### config.mk
export PLATFORM = sky130hd
export DESIGN_NAME = ialu_mul
export DESIGN_NICKNAME = d
export VERILOG_FILES = /design/src/hdl/ialu_pkg.sv /design/src/hdl/ialu_mul.sv
export SDC_FILE = /design/constraint.sdc
export NUM_CORES = 2
export LEC_CHECK = 0
export ABC_AREA = 1
export BUFFER_PORTS_ARGS = -buffer_cell sky130_fd_sc_hd__buf_2
export CORE_MARGIN = 2
export CORE_UTILIZATION = 55
export DETAILED_ROUTE_END_ITERATION = 16
export HOLD_SLACK_MARGIN = 0.03
export PLACE_DENSITY = 0.71
export SLEW_MARGIN = 20
export SYNTH_ARGS = -nofsm -noshare
export SYNTH_HDL_FRONTEND = slang
export SYNTH_SLANG_ARGS = --single-unit
### constraint.sdc
create_clock -name aclk -period 10.05 [get_ports aclk]
set_input_delay 2.01 -clock aclk [delete_from_list [all_inputs] [get_ports aclk]]
set_output_delay 2.01 -clock aclk [all_outputs]
set_load 0.01 [all_outputs]
### src/hdl/ialu_pkg.sv
// Package for the RV32IM integer execute unit: operation codes, the control
// word that travels down the pipeline and divider sign flags. No dependencies.
`timescale 1ns / 1ps

package ialu_pkg;

    localparam int XLEN_DEF = 32;
    localparam int FUNC_W   = 5;
    localparam int REG_W    = 5;

    typedef enum logic [FUNC_W-1:0] {
        FN_ADD    = 5'd0,
        FN_SUB    = 5'd1,
        FN_SLL    = 5'd2,
        FN_SLT    = 5'd3,
        FN_SLTU   = 5'd4,
        FN_XOR    = 5'd5,
        FN_SRL    = 5'd6,
        FN_SRA    = 5'd7,
        FN_OR     = 5'd8,
        FN_AND    = 5'd9,
        FN_MUL    = 5'd10,
        FN_MULH   = 5'd11,
        FN_MULHSU = 5'd12,
        FN_MULHU  = 5'd13,
        FN_DIV    = 5'd14,
        FN_DIVU   = 5'd15,
        FN_REM    = 5'd16,
        FN_REMU   = 5'd17,
        FN_LUI    = 5'd18,
        FN_AUIPC  = 5'd19
    } func_t;

    typedef struct packed {
        logic             valid;
        func_t            func;
        logic [REG_W-1:0] dest;
    } ctl_t;

    typedef struct packed {
        logic neg_q;
        logic neg_r;
    } div_flags_t;

endpackage

### src/hdl/ialu_mul.sv
// Three-stage multiplier: half-width partial products, their sum, then the
// sign correction of the full product. Depends on ialu_pkg.
`timescale 1ns / 1ps

module ialu_mul #(
    parameter int XLEN = ialu_pkg::XLEN_DEF
) (
    input  logic              aclk,
    input  logic              en,
    input  logic [XLEN-1:0]   mag_a,
    input  logic [XLEN-1:0]   mag_b,
    input  logic              neg,
    output logic [2*XLEN-1:0] prod
);
    import ialu_pkg::*;

    localparam int H = XLEN / 2;

    logic [XLEN-1:0]   ll_reg, lh_reg, hl_reg, hh_reg;
    logic              neg1_reg, neg2_reg;
    logic [2*XLEN-1:0] sum_reg, sum_next;
    logic [2*XLEN-1:0] prod_reg, prod_next;

    always_comb begin
        sum_next = {hh_reg, ll_reg}
                 + ({{XLEN{1'b0}}, lh_reg} << H)
                 + ({{XLEN{1'b0}}, hl_reg} << H);
        prod_next = neg2_reg ? (~sum_reg + 1'b1) : sum_reg;
    end

    always_ff @(posedge aclk) begin
        if (en) begin
            ll_reg   <= mag_a[H-1:0] * mag_b[H-1:0];
            lh_reg   <= mag_a[H-1:0] * mag_b[XLEN-1:H];
            hl_reg   <= mag_a[XLEN-1:H] * mag_b[H-1:0];
            hh_reg   <= mag_a[XLEN-1:H] * mag_b[XLEN-1:H];
            neg1_reg <= neg;
            sum_reg  <= sum_next;
            neg2_reg <= neg1_reg;
            prod_reg <= prod_next;
        end
    end

    assign prod = prod_reg;

endmodule

[Word-level counts from Yosys, hierarchy flattened]
Cells that the tools add are included.
W data, S select, Z words.
Word-level totals
  register bits: 258
  bits of input ports: 67
Operators by class
  mux-type cells: 1
  $add $sub $neg: 3
  $mul: 4
  bitwise gates (word level): 1
Operators with widths (number)
  $add A64 B48 Y64: 2
  $mul A16 B16 Y32: 4
  $add A64 B1 Y64 const B: 1
  $mux W64: 1
  $not A64 Y64: 1

[Depth between registers and ports, before layout]
  depth after elaboration: 3
  mapped depth: 26
  gate-level depth less buffers: 25

[Worst setup path after synthesis]
Ideal clock, no wire load.
  kind: input to register
  start: input mag_b[1]
  end: register hl_reg[29] (data pin)
  stages on the path: 22
  arrival: 6.729 ns
  required time: 9.798 ns
  slack: 3.069 ns
  path buffers: 1
  path through: clkbuf_1 -> nand2_1 -> fa_1 -> fa_1 -> inv_1 -> fa_1 -> inv_1 -> fa_1 -> inv_1 -> fa_1 -> inv_1 -> fa_1 -> inv_1 -> ha_1 -> nand2_1 -> inv_1 -> a21boi_0 -> nand3_1 -> nand2_1 -> nand3b_1 -> nand2_1 -> nand2_1
Between the ends
  longest elaborated chain between the ends: 1
Ends and longest elaborated chain
  from (decl): line ialu_mul.sv:11  | input logic [XLEN-1:0] mag_b,
  $mul A16 B16 Y32: line ialu_mul.sv:35  | hl_reg <= mag_a[XLEN-1:H] * mag_b[H-1:0];
  to (signal assigned): line ialu_mul.sv:35
  to (decl): line ialu_mul.sv:19  | logic [XLEN-1:0] ll_reg, lh_reg, hl_reg, hh_reg;
No other way between the ends.
A chain may end at the register's enable or synchronous reset.

[Final worst setup path]
  start: input mag_b[19]
  end: register hh_reg[17] (data pin)
Between the ends
  longest elaborated chain between the ends: 1
Ends and longest elaborated chain
  $mul A16 B16 Y32: line ialu_mul.sv:36  | hh_reg <= mag_a[XLEN-1:H] * mag_b[XLEN-1:H];
  to (signal assigned): line ialu_mul.sv:36
  to (decl): line ialu_mul.sv:19
No other way between the ends.

==> results.json <==
{
  "fp.dieH_um": 307,
  "crit_fanout": 32,
  "yosysUniqueCellTypes": 35,
  "die_w_um": 307,
  "vias": 41100,
  "grt_start_max_net_pins": 133,
  "fin_util_pct": 57.9,
  "clock_path_buffers": 3,
  "first_pass_iters": 5,
  "post_cts_resized": 0,
  "worstSetupStartpointType": "input port",
  "coreArea_sq_um": 91200,
  "synth-seq-cells": 258,
  "max_freq_ghz": 0.133,
  "seq_area_frac_synth_pct": 15.4,
  "htree_levels": 1,
  "cp-end-kind": "flip-flop",
  "synth_area_sq_um": 50400,
  "antenna_found_initial": 1,
  "grt_usage_pct": 32.7,
  "rsz0062_at_grt": "no",
  "syn_to_final_growth_pct": 4.72,
  "hp-class": "flip-flop to flip-flop",
  "finalCritPeriodShare_pct": 74.8,
  "avgViaCountPerCell": 5.28,
  "cts_tree": "built",
  "dieArea_sq_um": 94100,
  "period_needed_ns": 7.51,
  "port_buffers": 130,
  "drc_errors": 0,
  "finalMaxSlewViolations": 0,
  "netlist_instances": 6613,
  "status": "complete, no violations",
  "cts_setup_buffers": 0,
  "setup_violations": 0,
  "finClkSkew_ns": 0.0337,
  "num_antenna_cells": 0,
  "place_congestion": 0.977,
  "grt_pass1_vias": 43100,
  "place_inst": 7739,
  "grt_pass1_wl_um": 238000,
  "tns_ns": 0,
  "start_util_pct": 55.3,
  "drt_first_iter_violations": 3243,
  "synth_nets": 7938,
  "cts_root_buf": "clkbuf_16",
  "critPathKind": "input port to flip-flop",
  "cts.sinks": 258,
  "mostFrequentLayoutCells": "2,026 x nand2_1, 1,781 x inv_1, 809 x fa_1, 449 x ha_1, 319 x nor2_1",
  "ys_warn_count": 0,
  "finalHoldViolations": 0,
  "maxCapViolCount": 0,
  "worstPathArrival_ns": 7.89,
  "cp.required_ns": 10.43,
  "fin_nets": 7909,
  "drt_wl_total_um": 148000,
  "hold_buffers": 0,
  "syn_area_per_cell_sq_um": 7.63,
  "tightest_slew_ns": 1.04,
  "layout_commonest_cell": "nand2_1",
  "clk_pin_slew_ns": 0.07,
  "ant_nets": 0,
  "dpl.hpwl_um": 119000,
  "layout-drive-gt1-share_pct": 3.35,
  "worst_slew_margin_rel_pct": 30.3,
  "clock_latency_ns": 0.58,
  "final_cells": 7789,
  "grt_overflow": 0,
  "pin_count": 131,
  "wl_per_cell_um": 19.1,
  "rows": 111,
  "cts_made_buffers": 29
}
[Yosys cell counts (all sizes together)]
library cell,number,area share (%)
nor3,37,0.37
o21a,10,0.15
o21ai,104,1.1
nand4,61,0.76
fa,809,32
a21boi,3,0.045
nor4,7,0.087
nand3b,6,0.089
nand3,209,2.1
nor2,339,2.7
and2,2,0.025
edfxtp,258,15
o211ai,6,0.089
o21bai,6,0.089
xnor2,29,0.50
inv,1783,13
a21oi,150,1.5
a21o,9,0.13
buf,5,0.045
a31oi,2,0.025
xor2,99,1.7
clkbuf,196,1.5
clkinv,1,0.0074
nand2,2033,15
ha,449,11
[worst paths after layout]
| kind | cells after the start | slack, ns | endpoint | start |
|---|---|---|---|---|
| max | 19 | 2.54 | hh_reg[17] | mag_b[19] |
| min | 0 | 0.42 | sum_reg[1] | ll_reg[1] |
| max reg2reg | 12 | 6.87 | sum_reg[61] | ll_reg[17] |
| min reg2reg | 0 | 0.42 | sum_reg[1] | ll_reg[1] |
[worst max-delay path, cell delays in order]
cell	delay, ns
buf_2	0.76
nand2_1	0.19
fa_1	0.53
fa_1	0.55
inv_1	0.05
fa_1	0.49
fa_1	0.50
fa_1	0.53
inv_1	0.05
fa_1	0.51
inv_1	0.09
ha_1	0.43
nand2_1	0.14
nor2_1	0.21
inv_1	0.08
nor3_1	0.23
nand2_1	0.09
nand2_1	0.13
xor2_1	0.30
[final cells by class]
cell class	instances	area (sq um)
Fill cell	8485	38400
Tap cell	1186	1480
Sequential cell	258	7750
Timing Repair Buffer	141	743
Inverter	1784	6700
Clock inverter	19	176
Multi-Input combinational cell	4370	35200
Clock buffer	31	733
[layer usage]
metal	GRT usage, %	up-vias	part of all wire (%)
met5	0	-	0.011
met4	12.5	2	4.4
met3	4.90	323	8.4
met2	54.1	1755	46
met1	43.6	19700	41
li1	-	19300	-
[cells by family after synthesis]
logic type / synth area share (%)
adder cells (fa/ha/maj): 43.3
AND/OR/NAND/NOR: 21.3
buffers and inverters: 14.8
XOR/XNOR: 2.22
AO/OA/AOI/OAI: 3.10
flip-flops: 15.4
[stage by stage]
stage	setup WS (ns)	hold slack [ns]	cell area, sq um
floorplan	3.07	0.400	50400
global placement	2.17	0.402	51900
detailed placement	2.11	0.405	51900
CTS	2.72	0.419	52800
global route	2.39	0.431	52800
finish	2.54	0.417	52800
Power is left out: the tool's default activity adds up to more than one toggle a clock period on the data nets, which glitch-free logic cannot reach.
