===== config.mk =====
export PLATFORM = sky130hd
export DESIGN_NAME = ialu_front
export DESIGN_NICKNAME = d
export VERILOG_FILES = /design/src/hdl/ialu_pkg.sv /design/src/hdl/ialu_front.sv
export SDC_FILE = /design/constraint.sdc
export NUM_CORES = 1
export LEC_CHECK = 0
export BUFFER_PORTS_ARGS = -buffer_cell sky130_fd_sc_hd__buf_2
export CAP_MARGIN = 10
export CORE_MARGIN = 5
export CORE_UTILIZATION = 30
export CTS_BUF_LIST = sky130_fd_sc_hd__clkbuf_2 sky130_fd_sc_hd__clkbuf_4 sky130_fd_sc_hd__clkbuf_8
export CTS_CLUSTER_SIZE = 16
export DETAILED_ROUTE_END_ITERATION = 10
export HOLD_SLACK_MARGIN = 0.02
export PLACE_DENSITY = 0.56
export SYNTH_ARGS = -nofsm -noshare
export SYNTH_HDL_FRONTEND = slang
export SYNTH_SLANG_ARGS = --single-unit

===== constraint.sdc =====
create_clock -name aclk -period 4.6 [get_ports aclk]
set_clock_uncertainty 0.1 [all_clocks]
set_input_delay 0.69 -clock aclk [delete_from_list [all_inputs] [get_ports aclk]]
set_output_delay 0.69 -clock aclk [all_outputs]
set_load 0.02 [all_outputs]

===== src/hdl/ialu_pkg.sv =====
// Package for the RV32IM integer execute unit: operation codes, the control
// word that travels down the pipeline and divider sign flags. No dependencies.
`timescale 1ns / 1ps

package ialu_pkg;

    localparam int XLEN_DEF = 32;
    localparam int FUNC_W   = 5;
    localparam int REG_W    = 5;

    typedef enum logic [FUNC_W-1:0] {
        FN_ADD    = 5'd0,
        FN_SUB    = 5'd1,
        FN_SLL    = 5'd2,
        FN_SLT    = 5'd3,
        FN_SLTU   = 5'd4,
        FN_XOR    = 5'd5,
        FN_SRL    = 5'd6,
        FN_SRA    = 5'd7,
        FN_OR     = 5'd8,
        FN_AND    = 5'd9,
        FN_MUL    = 5'd10,
        FN_MULH   = 5'd11,
        FN_MULHSU = 5'd12,
        FN_MULHU  = 5'd13,
        FN_DIV    = 5'd14,
        FN_DIVU   = 5'd15,
        FN_REM    = 5'd16,
        FN_REMU   = 5'd17,
        FN_LUI    = 5'd18,
        FN_AUIPC  = 5'd19
    } func_t;

    typedef struct packed {
        logic             valid;
        func_t            func;
        logic [REG_W-1:0] dest;
    } ctl_t;

    typedef struct packed {
        logic neg_q;
        logic neg_r;
    } div_flags_t;

endpackage


===== src/hdl/ialu_front.sv =====
// First pipeline stage: the ALU operations other than multiply and divide, and operand magnitudes
// for the multiplier and divider. Depends on ialu_pkg.
`timescale 1ns / 1ps

module ialu_front #(
    parameter int XLEN = ialu_pkg::XLEN_DEF
) (
    input  logic                       aclk,
    input  logic                       aresetn,
    input  logic                       en,
    input  logic                       in_valid,
    input  ialu_pkg::func_t            func,
    input  logic [XLEN-1:0]            op_a,
    input  logic [XLEN-1:0]            op_b,
    input  logic [XLEN-1:0]            pc_value,
    input  logic [ialu_pkg::REG_W-1:0] dest,
    output ialu_pkg::ctl_t             ctl_o,
    output logic [XLEN-1:0]            val_o,
    output logic [XLEN-1:0]            mag_a_o,
    output logic [XLEN-1:0]            mag_b_o,
    output logic                       neg_p_o,
    output ialu_pkg::div_flags_t       flags_o
);
    import ialu_pkg::*;

    localparam int SHW = $clog2(XLEN);

    ctl_t            ctl_reg;
    logic [XLEN-1:0] val_reg, val_next;
    logic [XLEN-1:0] mag_a_reg, mag_a_next;
    logic [XLEN-1:0] mag_b_reg, mag_b_next;
    logic            neg_p_reg, neg_p_next;
    div_flags_t      flags_reg, flags_next;
    logic [SHW-1:0]  sh;
    logic            a_signed, b_signed, sa, sb;

    always_comb begin
        sh = op_b[SHW-1:0];
        unique case (func)
            FN_ADD:   val_next = op_a + op_b;
            FN_SUB:   val_next = op_a - op_b;
            FN_SLL:   val_next = op_a << sh;
            FN_SLT:   val_next = {{(XLEN-1){1'b0}}, ($signed(op_a) < $signed(op_b))};
            FN_SLTU:  val_next = {{(XLEN-1){1'b0}}, (op_a < op_b)};
            FN_XOR:   val_next = op_a ^ op_b;
            FN_SRL:   val_next = op_a >> sh;
            FN_SRA:   val_next = XLEN'($signed(op_a) >>> sh);
            FN_OR:    val_next = op_a | op_b;
            FN_AND:   val_next = op_a & op_b;
            FN_LUI:   val_next = op_b;
            FN_AUIPC: val_next = pc_value + op_b;
            default:  val_next = '0;
        endcase
        a_signed = (func == FN_MULH) || (func == FN_MULHSU) || (func == FN_DIV)
                   || (func == FN_REM);
        b_signed = (func == FN_MULH) || (func == FN_DIV) || (func == FN_REM);
        sa = a_signed & op_a[XLEN-1];
        sb = b_signed & op_b[XLEN-1];
        mag_a_next = sa ? (~op_a + 1'b1) : op_a;
        mag_b_next = sb ? (~op_b + 1'b1) : op_b;
        neg_p_next = sa ^ sb;
        flags_next.neg_q = (sa ^ sb) & (op_b != '0);
        flags_next.neg_r = sa;
    end

    always_ff @(posedge aclk) begin
        if (!aresetn) begin
            ctl_reg <= '0;
        end else if (en) begin
            ctl_reg.valid <= in_valid;
            ctl_reg.func  <= func;
            ctl_reg.dest  <= dest;
        end
    end

    always_ff @(posedge aclk) begin
        if (en) begin
            val_reg   <= val_next;
            mag_a_reg <= mag_a_next;
            mag_b_reg <= mag_b_next;
            neg_p_reg <= neg_p_next;
            flags_reg <= flags_next;
        end
    end

    assign ctl_o   = ctl_reg;
    assign val_o   = val_reg;
    assign mag_a_o = mag_a_reg;
    assign mag_b_o = mag_b_reg;
    assign neg_p_o = neg_p_reg;
    assign flags_o = flags_reg;

endmodule


## Word-level counts from Yosys, hierarchy flattened

Cells that the tools add are included.
Widths: inputs -> output; s select.

- Bitwise logic cells: 9
- Equality and inequality tests: 15
- Mux-type cells: 3
- Reductions and logical operators: 7
- Order comparisons: 2
- Shift operators: 3
- $add $sub $neg: 5

Operator list:

| operator | count |
|---|---|
| $pmux 32 s12 | 1 |
| $add 32x1->32 const B | 2 |
| $add 32x32->32 | 2 |
| $lt 32x32->1 | 2 |
| $mux 32 | 2 |
| $not 32->32 | 2 |
| $and 32x32->32 | 1 |
| $or 32x32->32 | 1 |
| $reduce_bool 32->1 | 1 |
| $shl 32x5->32 | 1 |
| $shr 32x5->32 | 1 |
| $sshr 32x5->32 | 1 |
| $sub 32x32->32 | 1 |
| $xor 32x32->32 | 1 |
| $eq 5x4->1 const B | 5 |
| $eq 5x3->1 const B | 4 |
| $eq 5x5->1 const B | 3 |
| $eq 5x2->1 const B | 2 |
| $eq 5x1->1 const B | 1 |
| $logic_not 5->1 | 1 |
| $logic_or 1x1->1 | 5 |
| $and 1x1->1 | 3 |
| $xor 1x1->1 | 1 |

- Flip-flop bits (word level): 110

## Depth between registers and ports, before layout

- Word-level depth: 7
- Gate-level depth with buffers: 17
- Depth with buffers taken out: 14

## Worst setup path after synthesis

Ideal clock, no wire load.

- Kind: input to register
- Start: input func[2]
- End: register val_reg[28], in the netlist val_o[28], data pin
- Cell stages on the path: 16
- Required time: 4.239 ns
- Data arrival time: 4.409 ns
- Setup time: 0.261 ns
- Setup slack: -0.170 ns
- Cells stage by stage: clkbuf_1 -> nor3b_1 -> and3_1 -> buf_2 -> clkbuf_1 -> o21ai_0 -> ha_1 -> fa_1 -> a211oi_1 -> o21ai_0 -> a221o_1 -> a31o_2 -> a211oi_1 -> a21oi_1 -> xor2_1 -> a221o_1

- Cells in the longest elaborated chain, start to end: 2
- Elaborated cells between the ends (all ways): 13
- Classes of those cells: 11 x eq/ne; 1 x mux; 1 x reduce/logical

RTL lines:

| element | line | text |
|---|---|---|
| from (decl) | ialu_front.sv:12 | `input ialu_pkg::func_t func,` |
| $eq 5x5->1 (tied with other cells) | ialu_front.sv:39 | `unique case (func)` |
| $pmux 32 s12 (*) | ialu_front.sv:39 |  |
| named net val_next[28] | ialu_front.sv:29 | `logic [XLEN-1:0] val_reg, val_next;` |
| to (signal assigned) | ialu_front.sv:78 | `val_reg <= val_next;` |
| to (decl) | ialu_front.sv:29 |  |

The timed path passes the listed nets; every way through them passes the cells marked *.
A chain may end at the register's enable or synchronous reset.

## Worst setup path in the final report

- Start: input func[2]
- End: register val_reg[31], in the netlist val_o[31], data pin

The elaborated chain is that of the path after synthesis.

==> impl_metrics.csv <==
group,metric,value,unit
grt,grt_overflow,0,
outcome,status,"finished, final reports clean",
floorplan,io_pins,220,
routing,drt-initial-drc-count,1545,
grt,grt.total_usage,24.2,%
routing,vias,14800,
critical_path,start_kind,"input pin",
critical_path,crit_family,"compound AO/OA/AOI/OAI gates",
synth,synth.distinct_cells,89,
hold_path,min_path_type,"input pin to register",
power_and_ir_drop,p_clk_share,19.3,%
grt,antenna_found_initial,4,
critical_path,crit_path_cell_trace,"buf_2 > nor3b_2 > and3_2 > buf_12 > buf_4 > o21ai_0 > ha_1 > o211ai_1 > o211ai_1 > a221oi_1 > buf_4 > a22oi_1 > a21oi_2 > buf_4 > o2111a_1 > a211o_1 > or3_1",
clock_network,h-tree-depth,3,
critical_path,cpPeakStageDelay,0.38,ns
critical_path,cp_slowest_cell,"or3_1",
synth,synth-seq-cells,110,
power_and_ir_drop,powerDensity,215,nW/um^2
cells_and_area,layout.nets,2154,
synth,synth_top_area_share,20.6,%
synth,avgSynthCellArea,8.54,um^2
floorplan,die_x,229,um
clock_network,clk_path_buf_depth,2,
critical_path,critPathKind,"input pin to register",
timing,relSlewSlack,36.9,%
clock_network,postCtsSetupRepairBufs,0,
timing,rsz0062_at_grt,"no",
cells_and_area,post-route-util,35.4,%
synth,synth.area.top_cells,"edfxtp_1 (21%), ha_1 (12%), mux4_2 (9.2%)",
synth,yosysSeqAreaShare,22.1,%
placed_design,place_congestion,0.982,
grt,grt_pass1_vias,14600,
floorplan,num_rows,80,
grt,grt_pass1_wl,97400,um
power_and_ir_drop,p_leak,6.94,nW
routing,post-route-drc-count,0,
floorplan,die_area,52600,um^2
cells_and_area,area_delta_synth_final,16.8,%
routing,wire_per_inst,26.0,um
synth,yosysWarnings,0,
grt,grt_max_degree,73,
critical_path,crit_path_end_kind,"register",
synth,synthesis.area,14400,um^2
clock_network,worstSkewPairLatency,0.48,ns
synth,synthFlopType,"edfxtp_1",
timing,fin_crit,4.23,ns
power_and_ir_drop,switching_share,42.0,%
job,maxCapViolations,0,
floorplan,core_area,47600,um^2
power_and_ir_drop,p_comb_share,47.0,%
critical_path,arrival,4.36,ns
clock_network,cts_made_buffers,9,
timing,setup_violations,0,
clock_network,root_buffer,"clkbuf_8",
critical_path,cp_common_cell,"buf_4",
timing,worst_pin_slew,0.944,ns
cells_and_area,fin_cells,2529,
routing,routed_via_density,5.85,
power_and_ir_drop,ir_worst_vdd,0.117,mV
power_and_ir_drop,p_int,2.10,mW
synth,synthCells,1691,
clock_network,path_clk_slew,0.12,ns
timing,slew_violations,0,
synth,synth_nets,1939,
routing,ant_nets,0,
timing,setup_tns,0,ns
cells_and_area,drive_gt1_share,23.6,%
power_and_ir_drop,p_seq_share,33.8,%
placed_design,io_buffer_count,219,
cells_and_area,final_area,16900,um^2
placed_design,pre_cts_ws,-0.0607,ns
floorplan,die_y,229,um
routing,first_pass_iters,6,
timing,postLayoutSetupSlackWorst,0.366,ns
power_and_ir_drop,power.net_switching,1.53,mW
synth,synthMostInstantiatedCell,"nor2_1",
critical_path,path_max_fanout,15,
timing,fin_crit_sh,92.0,%
routing,detail_route.wirelength,65900,um
placed_design,placed_cell_area,16700,um^2
synth,synth_enable_flop_cells,99,
synth,async_flop_share,0,%
clock_network,hold_buffers,0,
clock_network,cts_resized,0,
timing,finalHoldViolCount,0,
placed_design,place_inst,2510,
placed_design,place_hpwl,51100,um
critical_path,path_buf_inv,5,
floorplan,initial_core_util,30.3,%
critical_path,crit_required,4.73,ns
clock_network,cts_tree,"yes",
synth,ys_top_cells_by_count,"nor2_1 (151), ha_1 (136), o21ai_0 (136)",
synth,synth_largest_area_cell,"edfxtp_1",
clock_network,clkSinkCount,110,
timing,fmax,236,MHz
sequential cells by signal, summed over array words and instances (netlist names):
register,count
mag_a_o,32
ctl_o,11
flags_o,2
val_o,32
mag_b_o,32
neg_p_o,1
power groups by stage:
stage / Sequential [mW] / Clock (mW) / Combinational [mW]
finish: 1.23 / 0.699 / 1.70
global route: 1.23 / 0.770 / 1.83
CTS: 1.23 / 0.738 / 1.69
detailed placement: 1.25 / 0 / 1.68
global placement: 1.25 / 0 / 1.67
floorplan: 1.37 / 0 / 0.925
final timing paths:
| path | from | endpoint | slack (ns) | cells past startpoint |
|---|---|---|---|---|
| worst max-delay path | func[2] | val_o[31] | 0.37 | 17 |
| worst min-delay path | in_valid | ctl_o[10] | 0.35 | 3 |
| worst max register to register | ctl_o[2] | ctl_o[2] | 3.87 | 2 |
| worst min register to register | ctl_o[7] | ctl_o[7] | 0.43 | 2 |
per-layer routing:
metal	vias up	GRT usage, %	share of wire (%)
met5	-	0	0.052
met4	4	8.63	3.4
met3	108	4.09	7.1
met2	694	38.9	46
met1	7250	33.0	44
li1	6743	-	-
cell families after synthesis:
family	count (synthesis)	synth area share (%)
compound gates	510	23.5
xor+xnor	108	6.55
fa+ha+maj	138	12.1
buf+inv	228	6.72
flops	110	22.1
mux	114	13.1
simple gates	483	15.9
cells in the final DEF, fill, tap and decap left out, drive strengths merged, types with 23 or more instances in the layout:
| cell type | synthesis | layout |
|---|---|---|
| inv | 96 | 101 |
| nand3 | 38 | 38 |
| mux4 | 59 | 59 |
| buf | 42 | 335 |
| nor2 | 153 | 153 |
| nor2b | 26 | 26 |
| o21ai | 136 | 136 |
| nand2 | 128 | 128 |
| a21oi | 111 | 111 |
| a21o | 26 | 26 |
| o31ai | 23 | 23 |
| a221oi | 27 | 27 |
| mux2i | 47 | 47 |
| xnor2 | 94 | 94 |
| ha | 136 | 136 |
| nor3 | 36 | 36 |
| edfxtp | 99 | 99 |
cell type report:
type / instances / area [um^2]
clock buffers: 10 / 131
diodes: 3 / 7.51
flip-flops and latches: 110 / 3190
well taps: 615 / 769
multi-input cells: 1353 / 10300
fillers: 5001 / 30800
repair buffers: 335 / 2020
inverters: 97 / 364
clock inverters: 6 / 73.8
worst register-to-register path: stages (launching register included):
cell	delay [ns]
dfxtp_1	0.36
mux2i_1	0.08
nor2b_1	0.14
through the flow:
step                      hold slack (ns)  power [mW]
after global placement              0.396        2.92
after floorplan                     0.489        2.29
after CTS                           0.312        3.65
after global routing                0.350        3.83
after detailed placement            0.404        2.93
final                               0.355        3.63
Note: power is estimated with default switching activity, not from simulation.
